## config.mk

```make
export PLATFORM = sky130hd
export DESIGN_NAME = top_k_similarity_tracker
export DESIGN_NICKNAME = d
export VERILOG_FILES = /design/src/rtl/tkst_pkg.sv /design/src/rtl/tkst_ctrl.sv /design/src/rtl/tkst_datapath.sv /design/src/rtl/top_k_similarity_tracker.sv
export SDC_FILE = /design/constraint.sdc
export NUM_CORES = 1
export LEC_CHECK = 0
export BUFFER_PORTS_ARGS = -buffer_cell sky130_fd_sc_hd__buf_2
export CORE_AREA = 2 2 283 312
export CTS_CLUSTER_SIZE = 40
export DETAILED_ROUTE_END_ITERATION = 8
export DIE_AREA = 0 0 285 314
export REMOVE_ABC_BUFFERS = 1
export SLEW_MARGIN = 15
export SYNTH_ARGS = -nofsm -noshare
export SYNTH_HDL_FRONTEND = slang
export SYNTH_SLANG_ARGS = --single-unit
```

## constraint.sdc

```tcl
create_clock -name clk -period 8.7 [get_ports clk]
set_clock_uncertainty 0.2 [all_clocks]
set_input_delay 0.87 -clock clk [delete_from_list [all_inputs] [get_ports clk]]
set_output_delay 0.87 -clock clk [all_outputs]
set_load 0.01 [all_outputs]
```

## src/rtl/tkst_pkg.sv

```systemverilog
// Package for the top-k similarity tracker: sizes, item layouts,
// controller states and the command/status groups. No dependencies.
package tkst_pkg;

  localparam int LIST_DEPTH = 10;
  localparam int MODEL_BITS = 12;
  localparam int VIEW_BITS  = 7;
  localparam int SCORE_W    = 32;
  localparam int RANK_W     = 4;
  localparam int VOTE_W     = 4;
  localparam int CNT_W      = $clog2(LIST_DEPTH + 1);
  localparam int IDX_W      = (LIST_DEPTH > 1) ? $clog2(LIST_DEPTH) : 1;

  typedef enum logic {
    OP_CAND   = 1'b0,
    OP_FINISH = 1'b1
  } opcode_t;

  typedef struct packed {
    logic                       opcode;
    logic [MODEL_BITS-1:0]      model_id;
    logic [VIEW_BITS-1:0]       view_id;
    logic signed [SCORE_W-1:0]  score;
  } in_item_t;

  typedef struct packed {
    logic [RANK_W-1:0]          rank;
    logic [MODEL_BITS-1:0]      out_model;
    logic [VIEW_BITS-1:0]       out_view;
    logic signed [SCORE_W-1:0]  out_score;
    logic [VOTE_W-1:0]          model_votes;
    logic                       empty_res;
    logic                       last;
  } out_item_t;

  typedef struct packed {
    logic [MODEL_BITS-1:0]      model;
    logic [VIEW_BITS-1:0]       view;
    logic signed [SCORE_W-1:0]  score;
  } entry_t;

  typedef enum logic {
    ST_IDLE = 1'b0,
    ST_EMIT = 1'b1
  } state_t;

  typedef struct packed {
    logic insert;      // candidate accepted this cycle
    logic start_emit;  // finish accepted, rewind read index
    logic load_out;    // load next ranked entry into output register
    logic clear;       // drop the list after its last entry
  } cmd_t;

  typedef struct packed {
    logic slot_free;   // output register empty or being drained
    logic emit_last;   // current entry is the final one of the run
  } status_t;

endpackage

```

## src/rtl/tkst_ctrl.sv

```systemverilog
// Controller for the top-k similarity tracker: request acceptance and
// list readout sequencing. Depends on tkst_pkg.
module tkst_ctrl (
  input  logic              clk,
  input  logic              rst_n,
  input  logic              in_valid,
  input  logic              in_opcode,
  output logic              in_ready,
  input  tkst_pkg::status_t sts,
  output tkst_pkg::cmd_t    cmd
);

  tkst_pkg::state_t state_r, state_nxt;

  always_ff @(posedge clk) begin
    if (!rst_n) begin
      state_r <= tkst_pkg::ST_IDLE;
    end else begin
      state_r <= state_nxt;
    end
  end

  always_comb begin
    state_nxt = state_r;
    in_ready  = 1'b0;
    cmd       = '0;
    case (state_r)
      tkst_pkg::ST_IDLE: begin
        in_ready = 1'b1;
        if (in_valid) begin
          if (in_opcode == tkst_pkg::OP_FINISH) begin
            cmd.start_emit = 1'b1;
            state_nxt      = tkst_pkg::ST_EMIT;
          end else begin
            cmd.insert = 1'b1;
          end
        end
      end
      tkst_pkg::ST_EMIT: begin
        if (sts.slot_free) begin
          cmd.load_out = 1'b1;
          if (sts.emit_last) begin
            cmd.clear = 1'b1;
            state_nxt = tkst_pkg::ST_IDLE;
          end
        end
      end
      default: begin
        state_nxt = tkst_pkg::ST_IDLE;
      end
    endcase
  end

endmodule

```

## src/rtl/tkst_datapath.sv

```systemverilog
// Datapath for the top-k similarity tracker: sorted list registers with
// parallel compare-and-shift insertion, vote counting and output register.
// Depends on tkst_pkg.
module tkst_datapath (
  input  logic                clk,
  input  logic                rst_n,
  input  tkst_pkg::in_item_t  in_data,
  input  tkst_pkg::cmd_t      cmd,
  output tkst_pkg::status_t   sts,
  input  logic                out_ready,
  output logic                out_valid,
  output tkst_pkg::out_item_t out_data
);

  localparam int D = tkst_pkg::LIST_DEPTH;

  tkst_pkg::entry_t                list_r [D];
  tkst_pkg::entry_t                list_nxt [D];
  logic [tkst_pkg::CNT_W-1:0]      count_r;
  logic [tkst_pkg::IDX_W-1:0]      idx_r;
  logic                            out_valid_r;
  tkst_pkg::out_item_t             out_r, out_nxt;

  logic [D-1:0]                    keep;
  logic                            full;
  logic                            do_write;
  tkst_pkg::entry_t                new_ent;
  tkst_pkg::entry_t                cur_ent;
  logic [tkst_pkg::VOTE_W-1:0]     votes;

  assign full = (count_r == tkst_pkg::CNT_W'(D));

  assign new_ent.model = in_data.model_id;
  assign new_ent.view  = in_data.view_id;
  assign new_ent.score = in_data.score;

  // Entries at or above the newcomer stay put; the list is sorted, so keep
  // is a prefix and the newcomer lands right after it.
  always_comb begin
    for (int k = 0; k < D; k++) begin
      keep[k] = (tkst_pkg::CNT_W'(k) < count_r) && (list_r[k].score >= in_data.score);
    end
    list_nxt[0] = keep[0] ? list_r[0] : new_ent;
    for (int k = 1; k < D; k++) begin
      if (keep[k]) begin
        list_nxt[k] = list_r[k];
      end else if (keep[k-1]) begin
        list_nxt[k] = new_ent;
      end else begin
        list_nxt[k] = list_r[k-1];
      end
    end
  end

  // Full list and not strictly above the tail: dropped.
  assign do_write = cmd.insert && !(full && keep[D-1]);

  always_ff @(posedge clk) begin
    if (do_write) begin
      for (int k = 0; k < D; k++) begin
        list_r[k] <= list_nxt[k];
      end
    end
  end

  always_ff @(posedge clk) begin
    if (!rst_n) begin
      count_r <= '0;
    end else if (cmd.clear) begin
      count_r <= '0;
    end else if (do_write && !full) begin
      count_r <= count_r + 1'b1;
    end
  end

  always_ff @(posedge clk) begin
    if (!rst_n) begin
      idx_r <= '0;
    end else if (cmd.start_emit) begin
      idx_r <= '0;
    end else if (cmd.load_out && !sts.emit_last) begin
      idx_r <= idx_r + 1'b1;
    end
  end

  assign cur_ent = list_r[idx_r];

  always_comb begin
    votes = '0;
    for (int j = 0; j < D; j++) begin
      if ((tkst_pkg::CNT_W'(j) < count_r) && (list_r[j].model == cur_ent.model)) begin
        votes = votes + 1'b1;
      end
    end
  end

  assign sts.slot_free = !out_valid_r || out_ready;
  assign sts.emit_last = (count_r == '0) ||
                         (tkst_pkg::CNT_W'(idx_r) == count_r - 1'b1);

  always_comb begin
    out_nxt = '0;
    if (count_r == '0) begin
      out_nxt.empty_res = 1'b1;
      out_nxt.last      = 1'b1;
    end else begin
      out_nxt.rank        = tkst_pkg::RANK_W'(idx_r);
      out_nxt.out_model   = cur_ent.model;
      out_nxt.out_view    = cur_ent.view;
      out_nxt.out_score   = cur_ent.score;
      out_nxt.model_votes = votes;
      out_nxt.last        = sts.emit_last;
    end
  end

  always_ff @(posedge clk) begin
    if (!rst_n) begin
      out_valid_r <= 1'b0;
    end else if (cmd.load_out) begin
      out_valid_r <= 1'b1;
    end else if (out_ready) begin
      out_valid_r <= 1'b0;
    end
  end

  always_ff @(posedge clk) begin
    if (cmd.load_out) begin
      out_r <= out_nxt;
    end
  end

  assign out_valid = out_valid_r;
  assign out_data  = out_r;

endmodule

```

## src/rtl/top_k_similarity_tracker.sv

```systemverilog
// Top-k similarity tracker. A candidate request is inserted by a parallel
// compare-and-shift, and one can be accepted every cycle while no readout runs.
// A finish request emits max(N,1) results, one per cycle from the output
// register while the receiver is ready; the first is loaded once the emit state
// is entered and the output register is free. No request is taken during readout.
// Reset (rst_n low, synchronous) empties the list and the output register.
module top_k_similarity_tracker (
  input  logic                clk,
  input  logic                rst_n,
  input  logic                in_valid,
  output logic                in_ready,
  input  tkst_pkg::in_item_t  in_data,
  output logic                out_valid,
  input  logic                out_ready,
  output tkst_pkg::out_item_t out_data
);

  tkst_pkg::cmd_t    cmd;
  tkst_pkg::status_t sts;

  tkst_ctrl u_ctrl (
    .clk       (clk),
    .rst_n     (rst_n),
    .in_valid  (in_valid),
    .in_opcode (in_data.opcode),
    .in_ready  (in_ready),
    .sts       (sts),
    .cmd       (cmd)
  );

  tkst_datapath u_datapath (
    .clk       (clk),
    .rst_n     (rst_n),
    .in_data   (in_data),
    .cmd       (cmd),
    .sts       (sts),
    .out_ready (out_ready),
    .out_valid (out_valid),
    .out_data  (out_data)
  );

endmodule
```

==> results_dict.tcl <==
set metrics [dict create \
    worst_path_maximum_fanout 27 \
    setup.worst_path.end_class "flip-flop" \
    grt_use_total_pct 30.2 \
    clockBufferDepth 3 \
    drtIter0Drc 2752 \
    row_count 113 \
    syn_to_final_growth_pct 11.3 \
    finalWorstPathRequiredPeriod_ns 8.08 \
    yosysMostFrequentCell "edfxtp_1" \
    layoutNonFillerInstCount 4264 \
    synthesis.yosys.warnings 0 \
    critPathMaxStageDelay_ns 0.58 \
    grt_pass1_wl_um 197000 \
    start_kind "flip-flop" \
    timing.max_slew.rel_slack_pct 19.3 \
    synth_enable_flop_cells 571 \
    mappedNetlistArea_sq_um 38500 \
    clk-insertion-delay-late_ns 0.64 \
    total_congestion_overflow_after_global_routing 0 \
    place.detailed.instances 4140 \
    synth.avg_cell_area_sq_um 13.0 \
    synthTopCellsByArea "edfxtp_1, mux2_2, ha_1" \
    cp.arrival_ns 8.22 \
    synthDistinctLibCells 98 \
    numPortBuffers 118 \
    power_density_nw_per_um2 170 \
    synth_flop_type "edfxtp_1" \
    timing.setup.tns_ns 0 \
    power_leakage_nw 15.7 \
    synth_top_cell_by_area "edfxtp_1" \
    clk_root_buffer_cell "clkbuf_16" \
    yosys.area_share.adder_pct 10.9 \
    grt_antenna_before_repair 10 \
    dieHeight_um 314 \
    post_synthesis_sequential_area_ratio_pct 45.2 \
    synth_top_area_share_pct 44.5 \
    worst-slew-pin-transition_ns 1.20 \
    route.detailed.vias_per_inst 6.41 \
    start_util_pct 44.7 \
    rsz0062_at_grt "false" \
    route.detailed.wl_per_inst_um 32.2 \
    async_flop_share_pct 0 \
    synth_top_family_by_area "multiplexers" \
    postCtsHoldBufs 0 \
    detail-route-antenna-nets 0 \
    ys_top_cells_by_count "edfxtp_1, mux2_2, ha_1" \
    synth_cells 2962 \
    gp_congestion 1.02 \
    synthXorXnorAreaFrac_pct 2.93 \
    clock_sink_count 585 \
    detailed_place_hpwl_um 93900 \
    pin_count_of_the_biggest_net_entering_global_routing 73 \
    clock_tree_from_tritoncts "yes" \
    clk_pin_slew_ns 0.06 \
    post_route_cells_drive_above_1_share_pct 28.9 \
    yosys-mux-area-fraction_pct 21.1 \
    numCtsBuffers 68 \
    die_x_um 285 \
    count_of_pins_on_the_block_boundary 119 \
    final_worst_path_period_share_pct 92.8 \
    route.final.wire_length_um 137000 \
    post-route-drc-count 0 \
    crit_path_max_delay_cell_type "nor4_1" \
    timing.hold.worst.class "input pin to flip-flop" \
    final_core_occ_pct 49.8 \
    num-nets-final 3453 \
    cap_viol_max_count 0 \
    finalHoldViolations 0 \
    req_time_crit_path_ns 8.85 \
    grt_pass1_vias 27500 \
    synth-simple-area-share_pct 7.42 \
    setup_violations 0 \
    fraction_of_the_mapped_netlist_area_in_compound_gates_pct 9.89 \
    floorplan.core_area_sq_um 86200 \
    first_pass_iters 5 \
    critPathKind "flip-flop to flip-flop" \
    cts-htree-levels 3 \
    design.die.area_sq_um 89500 \
    highest_clock_rate_ghz 0.124 \
    final_max_slew_viol_count 0 \
    route.vias.total 27300 \
    yosys_register_bits 585 \
    status "finished, final reports clean" \
    vdd_drop_max_mv 0.132 \
]
## where the power goes
group	switching, mW	total [mW]	internal (mW)	leakage [nW]
Sequential	0.128	3.39	3.26	5.43
Combinational	0.582	0.968	0.386	9.14
Clock	1.25	2.92	1.68	1.08
## worst paths after layout
| kind | start | endpoint | slack [ns] | depth (start not counted) |
|---|---|---|---|---|
| setup / recovery | flip-flop | u_datapath.out_data[5] | 0.62 | 33 |
| hold reg to reg | u_ctrl.state_r | u_ctrl.state_r | 0.33 | 2 |
| setup reg to reg | flip-flop | u_datapath.out_data[5] | 0.62 | 33 |
| hold / removal | rst_n | u_datapath.out_valid | 0.32 | 2 |
## repair_timing
action,4_1_cts,5_1_grt
buffers inserted,0,1
setup endpoints to repair,0,1
gates resized for setup,0,0
## registers in the layout, summed over array words and instances (netlist names), named ones only
| name | flops |
|---|---|
| u_ctrl.state_r | 1 |
| u_datapath.count_r | 4 |
| u_datapath.out_valid | 1 |
| u_datapath.out_data | 61 |
| u_datapath.idx_r | 4 |
| u_datapath.list_r | 510 |
## layout make-up
cell class	count	area, sq um
fillers	7623	43300
repair buffers	184	1180
diodes	3	7.51
inverters	76	287
multi-input cells	2146	20300
well taps	1150	1440
clock buffers	79	1850
clock inverters	41	372
flip-flops and latches	585	17400
## cell families (layout without fill, tap and decap cells)
kind of cell             after synthesis  count (layout)
AO/OA/AOI/OAI                        527             527
XOR/XNOR                             119             119
adder cells (fa/ha/maj)              336             336
buffers and inverters                231             380
flip-flops                           585             585
multiplexers                         647             647
other                                  0               3
AND/OR/NAND/NOR                      517             517
## placed cells by master, fill, tap and decap left out, types with 79 or more instances in the layout
master | synthesis | routed
nor2b_1 | 88 | 85
mux4_2 | 80 | 80
buf_2 | 14 | 118
nand4_1 | 80 | 80
nor2_1 | 98 | 91
a21oi_1 | 93 | 91
edfxtp_1 | 571 | 571
ha_1 | 336 | 336
mux2i_1 | 94 | 94
a21o_1 | 100 | 98
xnor2_1 | 79 | 79
mux2_2 | 465 | 465
a211oi_1 | 85 | 85
## metrics by stage
step	instance area [sq um]	setup WS [ns]	total power, mW	hold WS (ns)
floorplan	37900	-4.68	3.99	0.324
global placement	40600	0.918	4.38	0.290
detailed placement	40700	0.635	4.40	0.323
CTS	42900	0.588	7.31	0.301
global route	42900	0.104	7.51	0.319
finish	42900	0.624	7.28	0.324
## worst max-delay path, delay by kind of cell, from the launching register on
family                     cells  cell delay (ns)
buffers and inverters          4             0.78
and+or+nand+nor               11             2.20
xor gates and xnor gates       7             1.73
adders and majority gates      4             1.12
AOI/OAI and AO/OA              7             1.44
DFF                            1             0.34
## per-layer routing
metal / part of all wire [%] / wire (um) / up-vias / GRT usage, %
met2: 48 / 65800 / 1143 / 50.3
met5: 0.034 / 47 / - / 0
met4: 2.8 / 3800 / 8 / 9.22
li1: - / - / 11900 / -
met1: 42 / 58000 / 14100 / 40.4
met3: 7.2 / 9910 / 213 / 5.14
Note: power is estimated with default switching activity, not from simulation.
